<file path="src/sv/sfd_pkg.sv">
// ----------------------------------------------------------------------------
// Summed frame deframer package
// Shared types, constants and the class-to-route mapping.
// ----------------------------------------------------------------------------
package sfd_pkg;

    localparam logic [7:0]  HdrByte  = 8'h55;
    localparam logic [4:0]  LenMin   = 5'd8;
    localparam logic [4:0]  LenMax   = 5'd16;
    localparam logic [13:0] ErrLimit = 14'd10000;

    typedef enum logic [1:0] {
        PH_HUNT = 2'd0,
        PH_LEN  = 2'd1,
        PH_BODY = 2'd2
    } phase_t;

    typedef enum logic {
        KIND_GOOD    = 1'b0,
        KIND_BAD_SUM = 1'b1
    } kind_t;

    typedef struct packed {
        kind_t        kind;
        logic [7:0]   unit_class;
        logic [7:0]   unit_kind;
        logic [7:0]   unit_num;
        logic [7:0]   func_code;
        logic [3:0]   payload_len;
        logic [63:0]  payload;
        logic [3:0]   route;
        logic [13:0]  error_count;
    } result_t;

    // Classes 1 to 3 map straight through, classes 5 to 9 close the gap at 4.
    function automatic logic [3:0] route_of(input logic [7:0] c);
        logic [3:0] r;
        r = 4'd0;
        if (c >= 8'd1 && c <= 8'd3)
        begin
            r = c[3:0];
        end
        else if (c >= 8'd5 && c <= 8'd9)
        begin
            r = c[3:0] - 4'd1;
        end
        return r;
    endfunction

endpackage

</file>
<file path="src/sv/summed_frame_deframer.sv">
// ----------------------------------------------------------------------------
// Summed frame deframer
// Usage:
//   The slave stream carries one received byte per word. The parser hunts
//   for header 0x55, takes a total length of 8 to 16, collects class, type,
//   number, function and payload, and checks the last byte against the
//   8-bit sum of all earlier frame bytes.
//   The master stream carries one word per finished frame: tuser is the
//   kind (good frame or checksum error), tdata holds the decoded fields.
//   Latency: the result word is valid in the cycle after the last frame
//   byte is taken. Throughput: one byte per cycle, set by the single
//   per-byte compare-and-add step ahead of the output register.
//   Reset clears the parser to hunting, the error count to zero and drops
//   any pending result word.
//   While a result word waits and m_tready is low, s_tready is low; when the
//   output register is empty or being drained, a byte is taken every cycle.
// ----------------------------------------------------------------------------
module summed_frame_deframer (
    input  logic          clk,
    input  logic          rst_n,
    input  logic          s_tvalid,
    output logic          s_tready,
    input  logic [7:0]    s_tdata,   // rx_byte[7:0]
    output logic          m_tvalid,
    input  logic          m_tready,
    // unit_class[7:0], unit_kind[15:8], unit_num[23:16], func_code[31:24],
    // payload_len[35:32], payload[99:36], route[103:100], error_count[117:104],
    // zero padding[119:118]
    output logic [119:0]  m_tdata,
    output logic [0:0]    m_tuser    // kind[0]
);

    logic             accept;
    logic             res_valid;
    sfd_pkg::result_t res;
    sfd_pkg::result_t result_reg;
    logic             valid_reg;

    assign s_tready = !valid_reg || m_tready;
    assign accept   = s_tvalid && s_tready;

    sfd_parse u_parse (
        .clk       (clk),
        .rst_n     (rst_n),
        .byte_en   (accept),
        .rx_byte   (s_tdata),
        .res_valid (res_valid),
        .res       (res)
    );

    always_ff @(posedge clk or negedge rst_n)
    begin
        if (!rst_n)
        begin
            valid_reg <= 1'b0;
        end
        else if (accept)
        begin
            valid_reg <= res_valid;
        end
        else if (m_tready)
        begin
            valid_reg <= 1'b0;
        end
    end

    always_ff @(posedge clk)
    begin
        if (accept && res_valid)
        begin
            result_reg <= res;
        end
    end

    assign m_tvalid = valid_reg;
    assign m_tuser  = result_reg.kind;
    assign m_tdata  = {2'b00, result_reg.error_count, result_reg.route, result_reg.payload,
                       result_reg.payload_len, result_reg.func_code, result_reg.unit_num,
                       result_reg.unit_kind, result_reg.unit_class};

endmodule

</file>
<file path="src/sv/sfd_parse.sv">
// ----------------------------------------------------------------------------
// Summed frame deframer parser
// Frame state registers and the per-byte next-state and result logic.
// ----------------------------------------------------------------------------
module sfd_parse (
    input  logic                clk,
    input  logic                rst_n,
    input  logic                byte_en,
    input  logic [7:0]          rx_byte,
    output logic                res_valid,
    output sfd_pkg::result_t    res
);

    sfd_pkg::phase_t phase_reg, phase_next;
    logic [4:0]  len_reg, len_next;
    logic [4:0]  idx_reg, idx_next;
    logic [7:0]  sum_reg, sum_next;
    logic [31:0] id_reg, id_next;
    logic [63:0] pay_reg, pay_next;
    logic [13:0] errs_reg, errs_next;

    logic [13:0] errs_inc;
    logic [1:0]  id_slot;
    logic [2:0]  pay_slot;
    logic        frame_end;
    logic        pay_byte;

    assign errs_inc  = errs_reg + 14'd1;
    assign id_slot   = 2'(idx_reg - 5'd2);
    assign pay_slot  = 3'(idx_reg - 5'd6);
    assign frame_end = ({1'b0, idx_reg} + 6'd1) >= {1'b0, len_reg};
    assign pay_byte  = (idx_reg >= 5'd6) && (({1'b0, idx_reg} + 6'd2) < {1'b0, len_reg});

    always_comb
    begin
        phase_next = phase_reg;
        len_next   = len_reg;
        idx_next   = idx_reg;
        sum_next   = sum_reg;
        id_next    = id_reg;
        pay_next   = pay_reg;
        errs_next  = errs_reg;
        res_valid  = 1'b0;
        res        = '0;

        unique case (phase_reg)
            sfd_pkg::PH_LEN:
            begin
                if (rx_byte >= 8'(sfd_pkg::LenMin) && rx_byte <= 8'(sfd_pkg::LenMax))
                begin
                    len_next   = rx_byte[4:0];
                    sum_next   = sum_reg + rx_byte;
                    idx_next   = 5'd2;
                    phase_next = sfd_pkg::PH_BODY;
                end
                else if (rx_byte == sfd_pkg::HdrByte)
                begin
                    phase_next = sfd_pkg::PH_LEN;
                    sum_next   = sfd_pkg::HdrByte;
                    id_next    = '0;
                    pay_next   = '0;
                    len_next   = '0;
                    idx_next   = 5'd1;
                end
                else
                begin
                    phase_next = sfd_pkg::PH_HUNT;
                end
            end
            sfd_pkg::PH_BODY:
            begin
                if (frame_end)
                begin
                    phase_next = sfd_pkg::PH_HUNT;
                    idx_next   = '0;
                    sum_next   = '0;
                    res_valid  = 1'b1;
                    if (rx_byte == sum_reg)
                    begin
                        res.kind        = sfd_pkg::KIND_GOOD;
                        res.unit_class  = id_reg[7:0];
                        res.unit_kind   = id_reg[15:8];
                        res.unit_num    = id_reg[23:16];
                        res.func_code   = id_reg[31:24];
                        res.payload_len = 4'(len_reg - sfd_pkg::LenMin);
                        res.payload     = pay_reg;
                        res.route       = sfd_pkg::route_of(id_reg[7:0]);
                        res.error_count = errs_reg;
                    end
                    else
                    begin
                        res.kind        = sfd_pkg::KIND_BAD_SUM;
                        res.error_count = errs_inc;
                        // The count wraps to zero once the value past the limit is reported.
                        errs_next       = (errs_inc > sfd_pkg::ErrLimit) ? 14'd0 : errs_inc;
                    end
                end
                else
                begin
                    if (idx_reg >= 5'd2 && idx_reg <= 5'd5)
                    begin
                        id_next[{id_slot, 3'b000} +: 8] = rx_byte;
                    end
                    else if (pay_byte)
                    begin
                        pay_next[{pay_slot, 3'b000} +: 8] = rx_byte;
                    end
                    sum_next = sum_reg + rx_byte;
                    idx_next = idx_reg + 5'd1;
                end
            end
            default:
            begin
                phase_next = sfd_pkg::PH_HUNT;
                if (rx_byte == sfd_pkg::HdrByte)
                begin
                    phase_next = sfd_pkg::PH_LEN;
                    sum_next   = sfd_pkg::HdrByte;
                    id_next    = '0;
                    pay_next   = '0;
                    len_next   = '0;
                    idx_next   = 5'd1;
                end
            end
        endcase
    end

    always_ff @(posedge clk or negedge rst_n)
    begin
        if (!rst_n)
        begin
            phase_reg <= sfd_pkg::PH_HUNT;
            len_reg   <= '0;
            idx_reg   <= '0;
            sum_reg   <= '0;
            id_reg    <= '0;
            pay_reg   <= '0;
            errs_reg  <= '0;
        end
        else if (byte_en)
        begin
            phase_reg <= phase_next;
            len_reg   <= len_next;
            idx_reg   <= idx_next;
            sum_reg   <= sum_next;
            id_reg    <= id_next;
            pay_reg   <= pay_next;
            errs_reg  <= errs_next;
        end
    end

endmodule

</file>
<file path="config.mk">
export PLATFORM = sky130hd
export DESIGN_NAME = summed_frame_deframer
export DESIGN_NICKNAME = d
export VERILOG_FILES = /design/src/sv/sfd_pkg.sv /design/src/sv/summed_frame_deframer.sv /design/src/sv/sfd_parse.sv
export SDC_FILE = /design/constraint.sdc
export NUM_CORES = 1
export LEC_CHECK = 0
export BUFFER_PORTS_ARGS = -buffer_cell sky130_fd_sc_hd__buf_2
export CORE_AREA = 2 2 157 159
export CTS_CLUSTER_SIZE = 24
export DETAILED_ROUTE_END_ITERATION = 8
export DIE_AREA = 0 0 159 161
export PLACE_DENSITY_LB_ADDON = 0.05
export SLEW_MARGIN = 0
export SYNTH_ARGS = -nofsm -noshare
export SYNTH_HDL_FRONTEND = slang
export SYNTH_HIERARCHICAL = 1
export SYNTH_SLANG_ARGS = --single-unit
export TNS_END_PERCENT = 30
</file>
<file path="constraint.sdc">
create_clock -name clk -period 6.8 [get_ports clk]
set_input_delay 0.68 -clock clk [delete_from_list [all_inputs] [get_ports clk]]
set_output_delay 0.68 -clock clk [all_outputs]
set_load 0.01 [all_outputs]
</file>
==> results of run 1 <==
==> layout make-up <==
class                      instances  area (um2)
multi-input combinational        633        4350
tap                              324         405
timing repair buffer             141         743
inverter                          55         206
sequential                       250        6850
fill                            2082       10500
clock inverter                    14         184
clock buffer                      35         766
==> power breakdown <==
| part | switching (mW) | internal [mW] |
|---|---|---|
| combinational | 0.147 | 0.0759 |
| sequential | 0.0310 | 1.61 |
| clock | 0.592 | 0.946 |
| total | 0.770 | 2.63 |
==> synthesized netlist by cell type (8+ instances only) <==
master,n,share of area
sky130_fd_sc_hd__dfrtp_1,131,0.28
sky130_fd_sc_hd__edfxtp_1,119,0.31
sky130_fd_sc_hd__and2_1,76,0.041
sky130_fd_sc_hd__a22o_1,64,0.048
sky130_fd_sc_hd__nand2_1,62,0.020
sky130_fd_sc_hd__inv_1,55,0.018
sky130_fd_sc_hd__clkbuf_1,51,0.016
sky130_fd_sc_hd__nor3_1,49,0.021
sky130_fd_sc_hd__nand3_1,40,0.017
sky130_fd_sc_hd__nor2_1,38,0.012
sky130_fd_sc_hd__ha_1,35,0.037
sky130_fd_sc_hd__o21ai_0,35,0.015
sky130_fd_sc_hd__and3_1,21,0.011
sky130_fd_sc_hd__a21oi_1,19,0.0081
sky130_fd_sc_hd__a221o_1,17,0.015
sky130_fd_sc_hd__xnor2_1,17,0.013
sky130_fd_sc_hd__a31oi_1,15,0.0080
sky130_fd_sc_hd__nor4_1,15,0.0080
sky130_fd_sc_hd__o22ai_1,15,0.0080
sky130_fd_sc_hd__mux2i_1,9,0.0077
sky130_fd_sc_hd__o211ai_1,8,0.0051
==> kinds of logic after synthesis <==
logic type / count (synthesis) / synth area share
fa+ha+maj: 36 / 0.0391
compound gates: 211 / 0.137
other cells: 1 / 0.000320
mux: 9 / 0.00770
buf+inv: 123 / 0.0434
xor+xnor: 23 / 0.0172
flops: 250 / 0.585
simple gates: 352 / 0.170
==> worst max-delay path, delay by kind of cell, from the launching register on <==
| family | cells | cell delay [ns] |
|---|---|---|
| buffers and inverters | 5 | 1.33 |
| adders and majority gates | 2 | 0.75 |
| AOI/OAI and AO/OA | 2 | 0.42 |
| DFF | 1 | 0.62 |
| and+or+nand+nor | 3 | 1.01 |
==> worst max path at each step <==
stage | startpoint | to | depth (start not counted)
2_1_floorplan | u_parse/idx_reg[0] | m_tdata[0] | 12
3_3_place_gp | u_parse/idx_reg[0] | m_tdata[4] | 12
3_5_place_dp | u_parse/idx_reg[0] | m_tdata[34] | 12
4_1_cts | u_parse/idx_reg[0] | m_tdata[6] | 12
5_1_grt | u_parse/idx_reg[0] | m_tdata[6] | 12
6_report | u_parse/idx_reg[0] | m_tdata[6] | 12
==> routing by layer <==
| metal | GRT usage | up-vias | routed length, um |
|---|---|---|---|
| li1 | - | 3892 | - |
| met4 | 0.0591 | 0 | 617 |
| met1 | 0.301 | 4019 | 12700 |
| met3 | 0.0277 | 40 | 1330 |
| met2 | 0.324 | 226 | 12100 |
| met5 | 0 | - | 0 |
==> placed cells by master, fill, tap and decap left out, types with 19 or more instances in the layout <==
cell type	netlist	layout
sky130_fd_sc_hd__a21oi_1	19	19
sky130_fd_sc_hd__and3_1	21	21
sky130_fd_sc_hd__clkbuf_16	0	27
sky130_fd_sc_hd__inv_1	55	55
sky130_fd_sc_hd__nor2_1	38	38
sky130_fd_sc_hd__nor3_1	49	48
sky130_fd_sc_hd__nand2_1	62	62
sky130_fd_sc_hd__dfrtp_1	131	131
sky130_fd_sc_hd__edfxtp_1	119	119
sky130_fd_sc_hd__o21ai_0	35	35
sky130_fd_sc_hd__buf_2	6	131
sky130_fd_sc_hd__ha_1	35	35
sky130_fd_sc_hd__and2_1	76	76
sky130_fd_sc_hd__a22o_1	64	64
sky130_fd_sc_hd__nand3_1	40	40
==> stage by stage <==
| step | cell area (um2) | total power, mW | setup WS (ns) | hold WS, ns |
|---|---|---|---|---|
| after floorplan | 11700 | 1.82 | 2.27 | 0.384 |
| after global placement | 12600 | 1.89 | 2.30 | 0.477 |
| after detailed placement | 12600 | 1.89 | 2.20 | 0.485 |
| after CTS | 13500 | 3.44 | 2.18 | 0.280 |
| after global routing | 13500 | 3.53 | 1.88 | 0.327 |
| final | 13500 | 3.40 | 2.27 | 0.250 |
==> impl_table.tex, run 1 <==
\begin{tabular}{lr}
\hline
Metric & Value \\
\hline
\multicolumn{2}{l}{\textbf{Global routing}} \\
\quad Number of global-route vias before repair & about 7900 \\
\quad First-pass GRT wire length & 42600 um \\
\quad Total track usage & 0.205 \\
\quad Total overflow reported by the global router & 0 \\
\quad Pin count of the biggest net entering global routing & 77 \\
\quad Initial antenna violation count & 0 \\
\multicolumn{2}{l}{\textbf{Floorplan}} \\
\quad Height of the die & 161 um \\
\quad Placeable core area & about 24000 um2 \\
\quad Num rows & between 50 and 60 \\
\quad Io pins & 135 \\
\quad Die X & about 160 um \\
\quad Starting utilization of the core area & 0.488 \\
\quad Full die area & roughly 26000 um2 \\
\multicolumn{2}{l}{\textbf{Synth}} \\
\quad Synth async-reset ratio & 0.524 \\
\quad Count of flip-flops with a built-in enable after synthesis & approximately 120 \\
\quad Mean area per synthesized cell & 11.6 um2 \\
\quad Synth Flop Type & sky130\_fd\_sc\_hd\_\_dfrtp\_1 \\
\quad Synthesis Warnings & 6 \\
\quad Count of cell types in the netlist & 73 \\
\quad Netlist area before placement & approximately 12000 um2 \\
\quad Post-synthesis sequential element count & 250 \\
\quad Register area share after synthesis & 0.585 \\
\quad Syn Inst Count & approximately 1000 \\
\multicolumn{2}{l}{\textbf{STA}} \\
\quad Total of endpoints with negative setup slack in the final report & 0 \\
\quad Tightest Pin Transition & 1.02 ns \\
\quad Unrepaired setup endpoints after global routing & no \\
\quad Final setup skew & $\sim$0.017 ns \\
\quad Max-slew violation total from the final report & 0 \\
\quad Total negative slack for setup checks & 0 ns \\
\quad Max transition margin & 0.323 \\
\quad Fin crit period & about 4.5 ns \\
\quad Ratio of final minimum period to clock period & 0.666 \\
\quad Fmax & about 0.22 GHz \\
\quad Endpoints failing hold & 0 \\
\multicolumn{2}{l}{\textbf{Flow run}} \\
\quad Max Cap Viol & 0 \\
\multicolumn{2}{l}{\textbf{Clock network}} \\
\quad Clock tree from TritonCTS & done \\
\quad Htree depth & 1 \\
\quad Post-CTS setup-driven buffer insertion count & 0 \\
\quad Clk\_lat worst skew & 0.53 ns \\
\quad Number of sinks on the clock net & between 200 and 300 \\
\quad CTS clk-pin slew, worst paths & 0.07 ns \\
\quad Cell at the root of the clock tree & sky130\_fd\_sc\_hd\_\_clkbuf\_16 \\
\quad Cts bufs inserted & 27 \\
\quad Number of resized instances in the post-cts repair step & 0 \\
\quad Number of buffers on the longest clock path & 3 \\
\quad Hold-fix buffers at CTS & 0 \\
\multicolumn{2}{l}{\textbf{Final layout}} \\
\quad Ratio of cells with drive above 1 in the final layout & 0.189 \\
\quad Number of flip-flops in the largest register & about 120 \\
\quad Antenna Cells & 0 \\
\quad Final Non-Filler Cells & approximately 1500 \\
\quad Area Overhead vs Synth & 15.4\% \\
\quad \# nets final & about 1200 \\
\quad Layout Utilization & 0.564 \\
\multicolumn{2}{l}{\textbf{Routing}} \\
\quad Number of nets still failing antenna checks after routing & 0 \\
\quad Number of DRC violations after detailed-routing iteration 0 & $\sim$450 \\
\quad Vias after detailed routing & just over 8000 \\
\quad Number of DRC violations after detailed routing & 0 \\
\quad First-pass DRT Iterations & 5 \\
\quad Via density & around 5.6 \\
\quad Detailed-route wire length per cell & roughly 18 um \\
\quad Routed wire length & approximately 27000 um \\
\multicolumn{2}{l}{\textbf{Worst setup path}} \\
\quad CP Data Required Time & between 6 and 7 ns \\
\quad Cell at the slowest stage of the critical path & sky130\_fd\_sc\_hd\_\_nor2b\_4 \\
\quad Endpoint type of the worst setup path & flip-flop \\
\quad Beginning of the worst register-to-register path & u\_parse/idx\_reg[0] \\
\quad Flop-to-flop setup slack & 2.27 ns \\
\quad Category of the critical setup timing path & flip-flop to flip-flop \\
\quad Cells on worst reg2reg path & 12 \\
\quad Stage delay of the slowest cell on the critical path & $\sim$0.76 ns \\
\quad Critical path cell sequence & inv\_1 > ha\_1 > ha\_1 > a31oi\_1 > o21a\_1 > nand2b\_1 > buf\_4 > inv\_1 > nand2\_1 > nor2b\_4 > buf\_12 > buf\_4 \\
\quad Crit Reg-Reg Endpoint & m\_tdata[6] \\
\quad Signal arrival time at the worst endpoint & around 4.7 ns \\
\quad Critical path fanouts, max & 41 \\
\quad Setup crit start kind & flip-flop \\
\multicolumn{2}{l}{\textbf{Worst hold path}} \\
\quad Class of the worst hold path & primary input to asynchronous set/reset pin \\
\multicolumn{2}{l}{\textbf{Placement}} \\
\quad Placed cell count & around 1400 \\
\quad Routability congestion estimate from global placement & just under 0.9 \\
\quad Hpwl dp & 17100 um \\
\quad Quantity of I/O buffers inserted on ports & between 100 and 150 \\
\multicolumn{2}{l}{\textbf{Pwr}} \\
\quad Peak supply drop & 0.000144 V \\
\quad Cell leakage power & 6.03 nW \\
\quad Power per cell area & $\sim$250 nW/um2 \\
\multicolumn{2}{l}{\textbf{Outcome}} \\
\quad Result of the run & complete, no violations \\
\hline
\end{tabular}
Power figures use the tool's default switching activity.
==> run 2: changes to the inputs <==
==> constraint.sdc (replaced) <==
create_clock -name clk -period 4.6 [get_ports clk]
set_input_delay 0.46 -clock clk [delete_from_list [all_inputs] [get_ports clk]]
set_output_delay 0.46 -clock clk [all_outputs]
set_load 0.01 [all_outputs]
==> impl_table.tex, run 2 (same netlist as run 1, synthesis figures left out) <==
\begin{tabular}{lr}
\hline
Metric & Value \\
\hline
\multicolumn{2}{l}{\textbf{STA}} \\
\quad Endpoints failing hold & 0 (unchanged) \\
\quad Total negative slack for setup checks & 0 ns (unchanged) \\
\quad Final Hold Slack & 0.0469 ns (-0.204 ns) \\
\quad Fmax & 0.270 GHz (+22\%) \\
\quad Fin crit period & 3.70 ns (-0.829 ns) \\
\quad Total of endpoints with negative setup slack in the final report & 0 (unchanged) \\
\quad Max transition margin & 0.321 (-0.00198) \\
\quad Least setup slack across all paths after layout & 0.897 ns (-1.37 ns) \\
\quad Tightest Pin Transition & 1.02 ns (+0.00297 ns) \\
\quad Final setup skew & 0.00575 ns (-0.0110 ns) \\
\quad Ratio of final minimum period to clock period & 0.805 (+0.138) \\
\quad Unrepaired setup endpoints after global routing & no \\
\quad Max-slew violation total from the final report & 0 (unchanged) \\
\multicolumn{2}{l}{\textbf{Floorplan}} \\
\quad Full die area & 25600 um2 (unchanged) \\
\quad Die X & 159 um (unchanged) \\
\quad Placeable core area & 24000 um2 (unchanged) \\
\quad Height of the die & 161 um (unchanged) \\
\quad Num rows & 57 (unchanged) \\
\quad Starting utilization of the core area & 0.488 (unchanged) \\
\quad Io pins & 135 (unchanged) \\
\multicolumn{2}{l}{\textbf{Worst setup path}} \\
\quad Number of buffers and inverters on the critical path & 1 (-4) \\
\quad Critical path fanouts, max & 19 (-54\%) \\
\quad Cell family contributing the most delay on the critical path & compound AO/OA/AOI/OAI gates \\
\quad Setup crit start kind & flip-flop \\
\quad Beginning of the worst register-to-register path & u\_parse/idx\_reg[1] \\
\quad Category of the critical setup timing path & flip-flop to flip-flop \\
\quad Cell repeated most along the worst path & sky130\_fd\_sc\_hd\_\_ha\_1 \\
\quad Critical path cell sequence & ha\_1 > nand3\_1 > xnor2\_1 > ha\_1 > a221oi\_1 > o211ai\_1 > buf\_4 > nor4\_1 > o21ai\_0 > a22o\_1 \\
\quad Stage delay of the slowest cell on the critical path & 0.51 ns (-0.25 ns) \\
\quad Signal arrival time at the worst endpoint & 4.11 ns (-0.61 ns) \\
\quad CP Data Required Time & 5.01 ns (-1.98 ns) \\
\quad Endpoint type of the worst setup path & flip-flop \\
\quad Cell at the slowest stage of the critical path & sky130\_fd\_sc\_hd\_\_a221oi\_1 \\
\quad Critical path launch point & u\_parse/idx\_reg[1] \\
\multicolumn{2}{l}{\textbf{Global routing}} \\
\quad Initial antenna violation count & 0 (unchanged) \\
\quad Pin count of the biggest net entering global routing & 120 (+56\%) \\
\quad Total track usage & 0.212 (+0.00694) \\
\quad Met3 global-route usage & 0.0280 (+0.000257) \\
\quad Gr busiest metal & met2 \\
\quad Number of global-route vias before repair & 8045 (+2.4\%) \\
\quad Met1 track demand over resource in global routing & 0.308 (+0.00783) \\
\quad Total overflow reported by the global router & 0 (unchanged) \\
\quad First-pass GRT wire length & 44000 um (+3.1\%) \\
\quad GR Layer Usage met2 & 0.341 (+0.0174) \\
\multicolumn{2}{l}{\textbf{Routing}} \\
\quad Number of DRC violations after detailed-routing iteration 0 & 495 (+11\%) \\
\quad Number of DRC violations after detailed routing & 0 (unchanged) \\
\quad Detailed-route wire length per cell & 18.7 um (+1.4\%) \\
\quad First-pass DRT Iterations & 5 (unchanged) \\
\quad Via density & 5.52 (-2.1\%) \\
\quad Number of nets still failing antenna checks after routing & 0 (unchanged) \\
\quad Routed wire length & 27100 um (+1.5\%) \\
\quad Vias after detailed routing & 8019 (-1.9\%) \\
\multicolumn{2}{l}{\textbf{Placement}} \\
\quad Placed cell count & 1405 (+0.14\%) \\
\quad Hpwl dp & 17100 um (about the same) \\
\quad DP Area & 12600 um2 (+0.12\%) \\
\quad Quantity of I/O buffers inserted on ports & 132 (unchanged) \\
\quad Routability congestion estimate from global placement & 0.873 (about the same) \\
\quad Placement Setup Slack & 0.991 ns (-1.21 ns) \\
\multicolumn{2}{l}{\textbf{Clock network}} \\
\quad Number of resized instances in the post-cts repair step & 0 (unchanged) \\
\quad Cell at the root of the clock tree & sky130\_fd\_sc\_hd\_\_clkbuf\_16 \\
\quad Cts bufs inserted & 27 (unchanged) \\
\quad Post-CTS setup-driven buffer insertion count & 0 (unchanged) \\
\quad Htree depth & 1 (unchanged) \\
\quad Hold-fix buffers at CTS & 0 (unchanged) \\
\quad Number of buffers on the longest clock path & 3 (unchanged) \\
\quad Clock tree from TritonCTS & done \\
\quad CTS clk-pin slew, worst paths & 0.06 ns (about the same) \\
\quad Number of sinks on the clock net & 250 (unchanged) \\
\quad Clk\_lat worst skew & 0.52 ns (about the same) \\
\multicolumn{2}{l}{\textbf{Final layout}} \\
\quad Area Overhead vs Synth & 15.9\% \\
\quad Layout Utilization & 0.566 (+0.00214) \\
\quad \# nets final & 1158 (+0.17\%) \\
\quad Final instance area & 13600 um2 (+0.38\%) \\
\quad Final Non-Filler Cells & 1454 (+0.14\%) \\
\quad Antenna Cells & 0 (unchanged) \\
\quad Number of flip-flops in the largest register & 118 (unchanged) \\
\quad Most frequent cells in the layout & sky130\_fd\_sc\_hd\_\_buf\_2, sky130\_fd\_sc\_hd\_\_dfrtp\_1, sky130\_fd\_sc\_hd\_\_edfxtp\_1, sky130\_fd\_sc\_hd\_\_and2\_1, sky130\_fd\_sc\_hd\_\_a22o\_1 \\
\quad Ratio of cells with drive above 1 in the final layout & 0.187 (-0.00210) \\
\multicolumn{2}{l}{\textbf{Outcome}} \\
\quad Result of the run & complete, no violations \\
\multicolumn{2}{l}{\textbf{Pwr}} \\
\quad Cell leakage power & 6.05 nW (+0.41\%) \\
\quad Peak supply drop & 0.000230 V (+60\%) \\
\quad Power per cell area & 379 nW/um2 (+50\%) \\
\quad Total power draw & 5.13 mW (+51\%) \\
\multicolumn{2}{l}{\textbf{Flow run}} \\
\quad Max Cap Viol & 0 (unchanged) \\
\multicolumn{2}{l}{\textbf{Worst hold path}} \\
\quad Class of the worst hold path & primary input to asynchronous set/reset pin \\
\hline
\end{tabular}
## run 2: cell types whose count changed in the layout (fill, tap and decap cells not counted)
cell | previous run | this run
sky130_fd_sc_hd__buf_4 | 9 | 11
sky130_fd_sc_hd__bufinv_16 | 4 | 7
sky130_fd_sc_hd__clkbuf_1 | 2 | 5
sky130_fd_sc_hd__clkbuf_8 | 6 | 3
sky130_fd_sc_hd__clkinv_1 | 0 | 1
sky130_fd_sc_hd__clkinv_4 | 0 | 1
sky130_fd_sc_hd__clkinvlp_4 | 3 | 1
sky130_fd_sc_hd__inv_4 | 2 | 0
sky130_fd_sc_hd__inv_6 | 1 | 0
## run 2: area by class of cell
class,count,area (um2)
fill,2112,10400
sequential,250,6850
multi-input combinational,633,4350
timing repair buffer,143,758
clock buffer,35,736
tap,324,405
clock inverter,14,250
inverter,55,206
## run 2: routing by layer
metal | wire length (um) | up-vias
met5 | 0 | -
met2 | 12500 | 195
met1 | 12900 | 3882
met3 | 1230 | 37
li1 | - | 3905
met4 | 481 | 0
## run 2: worst reg2reg max path, cell delays in order, from the launching register on
cell and delay, ns:
sky130_fd_sc_hd__dfrtp_1 0.50, sky130_fd_sc_hd__ha_1 0.34, sky130_fd_sc_hd__nand3_1 0.13, sky130_fd_sc_hd__xnor2_1 0.24, sky130_fd_sc_hd__ha_1 0.30, sky130_fd_sc_hd__a221oi_1 0.51
sky130_fd_sc_hd__o211ai_1 0.24, sky130_fd_sc_hd__buf_4 0.32, sky130_fd_sc_hd__nor4_1 0.29, sky130_fd_sc_hd__o21ai_0 0.36, sky130_fd_sc_hd__a22o_1 0.36
## run 2: path summary, 6_finish.rpt
| path | cells after the start | slack [ns] | endpoint |
|---|---|---|---|
| max in group asynchronous | 2 | 3.52 | u_parse/id_reg[10] |
| max | 10 | 0.90 | u_parse/pay_reg[11] |
| min reg2reg | 1 | 0.49 | u_parse/pay_reg[40] |
| min in group clk | 3 | 0.22 | m_tvalid |
| max reg2reg | 10 | 0.90 | u_parse/pay_reg[11] |
| min | 1 | 0.05 | u_parse/pay_reg[38] |
## run 2: report_power, final
| part | leakage, nW | switching, mW | total [mW] | internal (mW) |
|---|---|---|---|---|
| clock network | 0.481 | 0.854 | 2.37 | 1.52 |
| registers | 2.99 | 0.0429 | 2.42 | 2.38 |
| logic | 2.58 | 0.225 | 0.339 | 0.114 |
